$ cat src/hw/rtl/pwc_pkg.sv
// pwc_pkg: shared types and constants of the pump watering controller
// event kinds, led codes, register map, config and result structs
// no dependencies
package pwc_pkg;

  localparam int unsigned MoistW    = 10;
  localparam int unsigned RunW      = 16;
  localparam int unsigned IntervalW = 8;
  localparam int unsigned AddrW     = 5;
  localparam int unsigned DataW     = 32;

  localparam logic [MoistW-1:0]    MoistMax         = 10'd1000;
  localparam logic [MoistW-1:0]    HeldReset        = 10'd240;
  localparam logic [MoistW-1:0]    LowMoistReset    = 10'd300;
  localparam logic [MoistW-1:0]    HighMoistReset   = 10'd700;
  localparam logic [RunW-1:0]      AutoLimitReset   = 16'd30;
  localparam logic [RunW-1:0]      ManualRunReset   = 16'd10;
  localparam logic [IntervalW-1:0] IntervalReset    = 8'd5;
  localparam logic [RunW-1:0]      RunMax           = 16'hFFFF;

  typedef enum logic [1:0] {
    KIND_TICK   = 2'd0,
    KIND_TOGGLE = 2'd1,
    KIND_MANUAL = 2'd2,
    KIND_UNUSED = 2'd3
  } kind_e;

  typedef enum logic [1:0] {
    LED_OK      = 2'd0,
    LED_PUMPING = 2'd1,
    LED_DRY     = 2'd2,
    LED_FAULT   = 2'd3
  } led_e;

  typedef enum logic [2:0] {
    REG_LOW_MOIST  = 3'd0,
    REG_HIGH_MOIST = 3'd1,
    REG_AUTO_LIMIT = 3'd2,
    REG_MANUAL_RUN = 3'd3,
    REG_INTERVAL   = 3'd4
  } reg_idx_e;

  typedef struct packed {
    logic [MoistW-1:0]    low_moisture;
    logic [MoistW-1:0]    high_moisture;
    logic [RunW-1:0]      auto_limit_seconds;
    logic [RunW-1:0]      manual_run_seconds;
    logic [IntervalW-1:0] sample_interval;
  } cfg_t;

  typedef struct packed {
    logic              pump_on;
    led_e              led_code;
    logic              manual_mode;
    logic              sample_latched;
    logic [MoistW-1:0] moisture_held;
  } res_t;

endpackage

$ cat src/hw/rtl/pwc_cfg_regs.sv
// pwc_cfg_regs: apb-style configuration register file
// depends on pwc_pkg
module pwc_cfg_regs (
  input  logic                       clk_i,
  input  logic                       rst_ni,
  input  logic                       psel,
  input  logic                       penable,
  input  logic                       pwrite,
  input  logic [pwc_pkg::AddrW-1:0]  paddr,
  input  logic [pwc_pkg::DataW-1:0]  pwdata,
  output logic [pwc_pkg::DataW-1:0]  prdata,
  output logic                       pready,
  output pwc_pkg::cfg_t              cfg_o
);

  pwc_pkg::cfg_t     cfg_q, cfg_d;
  logic              wr_en;
  pwc_pkg::reg_idx_e idx;

  assign pready = 1'b1;
  assign wr_en  = psel && penable && pwrite;
  assign idx    = pwc_pkg::reg_idx_e'(paddr[4:2]);

  always_comb begin
    cfg_d = cfg_q;
    if (wr_en) begin
      case (idx)
        pwc_pkg::REG_LOW_MOIST:  cfg_d.low_moisture       = pwdata[pwc_pkg::MoistW-1:0];
        pwc_pkg::REG_HIGH_MOIST: cfg_d.high_moisture      = pwdata[pwc_pkg::MoistW-1:0];
        pwc_pkg::REG_AUTO_LIMIT: cfg_d.auto_limit_seconds = pwdata[pwc_pkg::RunW-1:0];
        pwc_pkg::REG_MANUAL_RUN: cfg_d.manual_run_seconds = pwdata[pwc_pkg::RunW-1:0];
        pwc_pkg::REG_INTERVAL:   cfg_d.sample_interval    = pwdata[pwc_pkg::IntervalW-1:0];
        default: ;
      endcase
    end
  end

  always_comb begin
    case (idx)
      pwc_pkg::REG_LOW_MOIST:  prdata = {22'd0, cfg_q.low_moisture};
      pwc_pkg::REG_HIGH_MOIST: prdata = {22'd0, cfg_q.high_moisture};
      pwc_pkg::REG_AUTO_LIMIT: prdata = {16'd0, cfg_q.auto_limit_seconds};
      pwc_pkg::REG_MANUAL_RUN: prdata = {16'd0, cfg_q.manual_run_seconds};
      pwc_pkg::REG_INTERVAL:   prdata = {24'd0, cfg_q.sample_interval};
      default:                 prdata = '0;
    endcase
  end

  always_ff @(posedge clk_i or negedge rst_ni) begin
    if (!rst_ni) begin
      cfg_q.low_moisture       <= pwc_pkg::LowMoistReset;
      cfg_q.high_moisture      <= pwc_pkg::HighMoistReset;
      cfg_q.auto_limit_seconds <= pwc_pkg::AutoLimitReset;
      cfg_q.manual_run_seconds <= pwc_pkg::ManualRunReset;
      cfg_q.sample_interval    <= pwc_pkg::IntervalReset;
    end else begin
      cfg_q <= cfg_d;
    end
  end

  assign cfg_o = cfg_q;

endmodule

$ cat src/hw/rtl/pwc_state.sv
// pwc_state: controller state registers and per-event update logic
// depends on pwc_pkg
module pwc_state (
  input  logic                        clk_i,
  input  logic                        rst_ni,
  input  logic                        step_en_i,
  input  pwc_pkg::kind_e              kind_i,
  input  logic [pwc_pkg::MoistW-1:0]  sample_i,
  input  pwc_pkg::cfg_t               cfg_i,
  output pwc_pkg::res_t               res_o
);

  logic                           mode_q, mode_d;
  logic                           pump_q, pump_d;
  pwc_pkg::led_e                  led_q, led_d;
  logic [pwc_pkg::RunW-1:0]       run_q, run_d;
  logic [pwc_pkg::IntervalW-1:0]  stick_q, stick_d;
  logic [pwc_pkg::MoistW-1:0]     held_q, held_d;
  logic                           latched;
  logic [pwc_pkg::IntervalW:0]    stick_nxt;

  assign stick_nxt = {1'b0, stick_q} + {{pwc_pkg::IntervalW{1'b0}}, 1'b1};

  always_comb begin
    mode_d  = mode_q;
    pump_d  = pump_q;
    led_d   = led_q;
    run_d   = run_q;
    stick_d = stick_q;
    held_d  = held_q;
    latched = 1'b0;
    case (kind_i)
      pwc_pkg::KIND_TICK: begin
        if (stick_nxt >= {1'b0, cfg_i.sample_interval}) begin
          stick_d = '0;
          held_d  = (sample_i > pwc_pkg::MoistMax) ? pwc_pkg::MoistMax : sample_i;
          latched = 1'b1;
        end else begin
          stick_d = stick_nxt[pwc_pkg::IntervalW-1:0];
        end
        if (!mode_q) begin
          if ((held_d < cfg_i.low_moisture) && !pump_d) begin
            pump_d = 1'b1;
            led_d  = pwc_pkg::LED_PUMPING;
            run_d  = '0;
          end
          if (pump_d) begin
            if (run_d != pwc_pkg::RunMax) run_d = run_d + 1'b1;
            if ((held_d > cfg_i.high_moisture) || (run_d >= cfg_i.auto_limit_seconds)) begin
              pump_d = 1'b0;
              led_d  = (held_d < cfg_i.low_moisture) ? pwc_pkg::LED_DRY : pwc_pkg::LED_OK;
            end
          end
        end else if (pump_d) begin
          if (run_d != pwc_pkg::RunMax) run_d = run_d + 1'b1;
          if (run_d >= cfg_i.manual_run_seconds) begin
            pump_d = 1'b0;
            led_d  = pwc_pkg::LED_OK;
          end
        end
      end
      pwc_pkg::KIND_TOGGLE: begin
        mode_d = !mode_q;
        if (mode_d) pump_d = 1'b0;
      end
      pwc_pkg::KIND_MANUAL: begin
        if (mode_q && !pump_q) begin
          pump_d = 1'b1;
          led_d  = pwc_pkg::LED_PUMPING;
          run_d  = '0;
        end
      end
      default: ;
    endcase
  end

  always_ff @(posedge clk_i or negedge rst_ni) begin
    if (!rst_ni) begin
      mode_q  <= 1'b0;
      pump_q  <= 1'b0;
      led_q   <= pwc_pkg::LED_OK;
      run_q   <= '0;
      stick_q <= '0;
      held_q  <= pwc_pkg::HeldReset;
    end else if (step_en_i) begin
      mode_q  <= mode_d;
      pump_q  <= pump_d;
      led_q   <= led_d;
      run_q   <= run_d;
      stick_q <= stick_d;
      held_q  <= held_d;
    end
  end

  assign res_o.pump_on        = pump_d;
  assign res_o.led_code       = led_d;
  assign res_o.manual_mode    = mode_d;
  assign res_o.sample_latched = latched;
  assign res_o.moisture_held  = held_d;

`ifndef NO_ASSERTIONS
  a_pump_led : assert property (@(posedge clk_i) disable iff (!rst_ni)
    pump_q |-> (led_q == pwc_pkg::LED_PUMPING))
    else $error("pump running without watering led");
  a_held_range : assert property (@(posedge clk_i) disable iff (!rst_ni)
    held_q <= pwc_pkg::MoistMax)
    else $error("held moisture out of range");
  a_hold_idle : assert property (@(posedge clk_i) disable iff (!rst_ni)
    !step_en_i |=> ($stable(mode_q) && $stable(pump_q) && $stable(run_q)))
    else $error("state changed without an event");
`endif

endmodule

$ cat src/hw/rtl/pump_watering_controller.sv
// pump_watering_controller: pump and status led controller, top level
// path: the input register holds the event, the state update result is registered in the output register
// throughput: one event per cycle; stall on the output stalls the input register
// reset: rst_ni asynchronous active low; clears config and state registers to their defaults
// and the held moisture to 240, pipeline empty
// depends on pwc_pkg, pwc_cfg_regs, pwc_state
module pump_watering_controller (
  input  logic                        clk_i,
  input  logic                        rst_ni,
  input  logic                        in_valid_i,
  output logic                        in_stall_o,
  input  logic [1:0]                  kind_i,
  input  logic [pwc_pkg::MoistW-1:0]  moisture_sample_i,
  output logic                        out_valid_o,
  input  logic                        out_stall_i,
  output logic                        pump_on_o,
  output logic [1:0]                  led_code_o,
  output logic                        manual_mode_o,
  output logic                        sample_latched_o,
  output logic [pwc_pkg::MoistW-1:0]  moisture_held_o,
  input  logic                        psel,
  input  logic                        penable,
  input  logic                        pwrite,
  input  logic [pwc_pkg::AddrW-1:0]   paddr,
  input  logic [pwc_pkg::DataW-1:0]   pwdata,
  output logic [pwc_pkg::DataW-1:0]   prdata,
  output logic                        pready
);

  pwc_pkg::cfg_t               cfg;
  pwc_pkg::res_t               res;
  logic                        in_valid_q, in_valid_d;
  logic [1:0]                  kind_q;
  logic [pwc_pkg::MoistW-1:0]  sample_q;
  logic                        out_valid_q, out_valid_d;
  pwc_pkg::res_t               out_q;
  logic                        in_take;
  logic                        advance;

  pwc_cfg_regs u_cfg (
    .clk_i   (clk_i),
    .rst_ni  (rst_ni),
    .psel    (psel),
    .penable (penable),
    .pwrite  (pwrite),
    .paddr   (paddr),
    .pwdata  (pwdata),
    .prdata  (prdata),
    .pready  (pready),
    .cfg_o   (cfg)
  );

  pwc_state u_state (
    .clk_i     (clk_i),
    .rst_ni    (rst_ni),
    .step_en_i (advance),
    .kind_i    (pwc_pkg::kind_e'(kind_q)),
    .sample_i  (sample_q),
    .cfg_i     (cfg),
    .res_o     (res)
  );

  assign advance    = in_valid_q && (!out_valid_q || !out_stall_i);
  assign in_stall_o = in_valid_q && !advance;
  assign in_take    = in_valid_i && !in_stall_o;

  always_comb begin
    in_valid_d = in_valid_q;
    if (in_take) in_valid_d = 1'b1;
    else if (advance) in_valid_d = 1'b0;
    out_valid_d = out_valid_q;
    if (advance) out_valid_d = 1'b1;
    else if (!out_stall_i) out_valid_d = 1'b0;
  end

  always_ff @(posedge clk_i or negedge rst_ni) begin
    if (!rst_ni) begin
      in_valid_q  <= 1'b0;
      out_valid_q <= 1'b0;
    end else begin
      in_valid_q  <= in_valid_d;
      out_valid_q <= out_valid_d;
    end
  end

  always_ff @(posedge clk_i) begin
    if (in_take) begin
      kind_q   <= kind_i;
      sample_q <= moisture_sample_i;
    end
    if (advance) out_q <= res;
  end

  assign out_valid_o      = out_valid_q;
  assign pump_on_o        = out_q.pump_on;
  assign led_code_o       = out_q.led_code;
  assign manual_mode_o    = out_q.manual_mode;
  assign sample_latched_o = out_q.sample_latched;
  assign moisture_held_o  = out_q.moisture_held;

`ifndef NO_ASSERTIONS
  a_advance_fills : assert property (@(posedge clk_i) disable iff (!rst_ni)
    advance |=> out_valid_q)
    else $error("processed event did not reach the output register");
  a_no_fault_led : assert property (@(posedge clk_i) disable iff (!rst_ni)
    out_valid_q |-> (out_q.led_code != pwc_pkg::LED_FAULT))
    else $error("fault led code produced");
  a_stall_hold : assert property (@(posedge clk_i) disable iff (!rst_ni)
    in_stall_o |=> in_valid_q)
    else $error("stalled input item lost");
`endif

endmodule

$ cat config.mk
export PLATFORM = sky130hd
export DESIGN_NAME = pump_watering_controller
export DESIGN_NICKNAME = d
export VERILOG_FILES = /design/src/hw/rtl/pwc_pkg.sv /design/src/hw/rtl/pwc_cfg_regs.sv /design/src/hw/rtl/pwc_state.sv /design/src/hw/rtl/pump_watering_controller.sv
export SDC_FILE = /design/constraint.sdc
export NUM_CORES = 1
export LEC_CHECK = 0
export ABC_CLOCK_PERIOD_IN_PS = 6460
export BUFFER_PORTS_ARGS = -buffer_cell sky130_fd_sc_hd__buf_2
export CORE_MARGIN = 2
export CORE_UTILIZATION = 35
export CTS_BUF_LIST = sky130_fd_sc_hd__clkbuf_4 sky130_fd_sc_hd__clkbuf_8 sky130_fd_sc_hd__clkbuf_16
export CTS_CLUSTER_DIAMETER = 120
export DETAILED_ROUTE_END_ITERATION = 10
export HOLD_SLACK_MARGIN = 0.1
export PLACE_DENSITY = 0.62
export SKIP_CTS_REPAIR_TIMING = 1
export SLEW_MARGIN = 0
export SYNTH_ARGS = -nofsm -noshare
export SYNTH_HDL_FRONTEND = slang
export SYNTH_SLANG_ARGS = --single-unit
$ cat constraint.sdc
create_clock -name clk_i -period 6.46 [get_ports clk_i]
set_input_delay 0.323 -clock clk_i [delete_from_list [all_inputs] [get_ports clk_i]]
set_output_delay 0.323 -clock clk_i [all_outputs]
set_load 0.03 [all_outputs]
==> results.md <==
* Outcome: complete, but fails checks
* Violated checks: negative setup slack
* Synthesized area at 0.008383 mm²
* H-tree depth at 4
* Net Switching at 1.110 mW
* Reg-to-reg setup timing slack at -0.11 ns
* Drt drc at 0
* Crit path launch: u_state.stick_q[0]
* Slew @ Worst Pin at 1.008 ns
* Final worst path period share at 101.7%
* WL/cell at 16.47 µm
* Skew final at 0.01158 ns
* MaxCap Viol Count at 0
* Slew HR at 32.42%
* Total power at 3.152 mW
* Syn avg cell area at 8.899 µm²
* Area Growth Syn to Fin at 24.06%
* Max stage delay cell, worst path: dfrtp_1
* Iter 0 DRT Violations at 340
* Number of library cell types mapped by synthesis at 78
* Most frequent cell after synthesis: nand2_1
* Sequential share of power at 35.3%
* HPWL Detailed at 16780 µm
* Maximum clock rate at 152.1 MHz
* Reg2reg start: u_state.stick_q[0]
* Total GRT Usage at 18.22%
* Fillers at 2266
* Yosys warnings at 0
* Largest area contributor in the netlist: dfrtp_1
* Ports at 106
* CP max FO at 6
* Final Max Tran Viols at 0
* Most frequent CP cell: nor2_2
* Reg clk slew, reported paths at 0.06 ns
* Hold crit path type: primary input to flip-flop
* Synth top area share at 23.28%
* Worst EP arrival at 6.83 ns
* Worst Setup End Kind: flip-flop
* Setup_tns at -0.2585 ns
* Seq/Total Area, Yosys at 39.85%
* CP Class: flip-flop to flip-flop
* Final hold violation count at 0
* Area contributors post-synth: dfrtp_1 (23%), edfxtp_1 (9.7%), ha_1 (9.3%)
* Crit path to: led_code_o[1]
* Max incr delay on CP at 0.41 ns
* Pre-antenna DRT Iters at 5
* Inserted Clock Buffers at 17
* Internal power at 2.042 mW
* Post-Place Cells at 1343
* Die width at 158.8 µm
* RSZ-0062 raised after global routing: true
* CTS Buffer Depth at 2
* PwrDens at 303.0 mW/mm²
* Final Non-Filler Cells at 1402
* Hold Crit Start: in_valid_i
* Number of global-route vias before repair at 6894
* Worst vdd ir at 0.0002207 V
* # clock sinks at 127
* Setup-failing EPs final at 4
* Post-Place Setup Slack at -0.2805 ns
* Finished Cell Area at 0.01040 mm²
* R2R depth at 35
* CTS tree: done
* Antenna fix cells at 0
* Layout Utilization at 44.31%
* CP startpoint kind: flip-flop
* Async S/R FF share, synth at 78.74%
* Yosys reg bits at 127
* Core area at 0.02347 mm²
* Cell row count at 56
* Final Worst Setup Slack at -0.1130 ns
* Initial Util at 35.71%
* Post-DRT Antenna Nets at 0
* First-pass GRT wire length at 36760 µm
* Syn Inst Count at 942
* Fraction of layout cells with a size suffix above 1 at 26.78%
* RR Endpoint: led_code_o[1]
* Port bufs at 70
* EDFF count, synth at 27
* Required time of the critical path at 6.72 ns
* Root Buffer: clkbuf_16
* Vias/cell at 5.130
* Top post-synthesis cells by count: nand2_1 (159), o21ai_0 (83), dfrtp_1 (78)
* Worst hold margin at 0.1095 ns
* Clk pwr share at 31.8%
* Final GP Congestion at 0.8940
* Area of placed instances at 0.009306 mm²
* Synth Flop Type: dfrtp_1
* Crit path time final at 6.573 ns
* Initial antenna violation count at 0
* Worst skew pair latency at 0.42 ns
* Die Y at 158.8 µm
* Pin count of the biggest net entering global routing at 71
* Static leakage at 4.909 nW
* Switch share at 35.21%
* Gr ovfl total at 0
* Routed wire length at 23090 µm
* Nets at 1188
* Comb pwr share at 32.9%
* Die area at 0.02520 mm²
* Vias at 7192
[power by group through the flow]
stage	Sequential, mW	Combinational (mW)	Clock, mW
detailed placement	1.12	0.959	0
global route	1.13	1.16	1.06
CTS	1.11	0.964	1.01
floorplan	1.09	0.696	0
global placement	1.12	0.937	0
finish	1.11	1.04	1.00
[cells in the final DEF, fill, tap and decap left out, drive strengths merged, types with 10 or more instances in the layout]
cell / count
mux2: 25
dfstp: 22
mux2i: 22
and3: 10
inv: 65
nand3: 23
clkbuf: 25
dlygate4sd3: 13
xor2: 11
dfrtp: 78
xnor2: 15
a21oi: 42
nand2b: 10
edfxtp: 27
conb: 17
nor2: 71
and2: 10
o21ai: 99
a21o: 11
nand4: 11
nor3: 16
nand2: 159
ha: 62
buf: 142
[worst max-delay path: cells and delay by family (launching register included)]
| kind | cells | cell delay [ns] |
|---|---|---|
| AO/OA/AOI/OAI | 14 | 2.66 |
| AND/OR/NAND/NOR | 12 | 1.53 |
| adder cells (fa/ha/maj) | 4 | 1.01 |
| flip-flops | 1 | 0.41 |
| buffers and inverters | 3 | 0.40 |
| XOR/XNOR | 2 | 0.38 |
[how the worst min path moves through the flow]
| stage | slack [ns] | endpoint | depth (start not counted) |
|---|---|---|---|
| 5_1_grt | 0.11 | in_valid_q | 2 |
| 6_report | 0.11 | in_valid_q | 2 |
| 4_1_cts | -0.14 | u_cfg.cfg_o[4] | 1 |
| 3_5_place_dp | 0.31 | u_cfg.cfg_o[5] | 1 |
| 2_1_floorplan | 0.03 | in_valid_q | 0 |
| 3_3_place_gp | 0.30 | u_cfg.cfg_o[5] | 1 |
[registers in the layout, summed over array words and instances, names as in the netlist, 2 cells and up]
signal           cells
moisture_held_o     10
u_state.led_q        2
u_state.stick_q      8
u_state.held_q      10
u_cfg.cfg_o         60
sample_q            10
u_state.run_q       16
kind_q               2
led_code_o           2
[layer usage]
layer | track usage, % | vias up | share of wire (%)
met2 | 30.45 | 148 | 50
met3 | 3.318 | 30 | 3.5
li1 | - | 3514 | -
met4 | 5.755 | 0 | 1.8
met1 | 23.91 | 3500 | 45
met5 | 0 | - | 0
[area by class of cell]
| cell class | instances | area [µm²] | area share, % |
|---|---|---|---|
| multi-input cells | 703 | 4746 | 45.63 |
| well taps | 319 | 399.1 | 3.838 |
| repair buffers | 155 | 1031 | 9.913 |
| clock inverters | 7 | 71.32 | 0.6858 |
| flip-flops and latches | 127 | 3341 | 32.12 |
| inverters | 66 | 261.5 | 2.514 |
| clock buffers | 25 | 550.5 | 5.294 |
[kinds of logic (layout without fill, tap and decap cells)]
| group | Yosys count | in the layout | share of synthesized area, % |
|---|---|---|---|
| buf+inv | 128 | 253 | 7.507 |
| flops | 127 | 127 | 39.85 |
| mux | 50 | 50 | 6.791 |
| other cells | 2 | 17 | 0.08959 |
| simple gates | 333 | 334 | 17.91 |
| compound gates | 214 | 214 | 15.88 |
| fa+ha+maj | 62 | 62 | 9.254 |
| xor+xnor | 26 | 26 | 2.716 |
(Power assumes the default switching activity.)
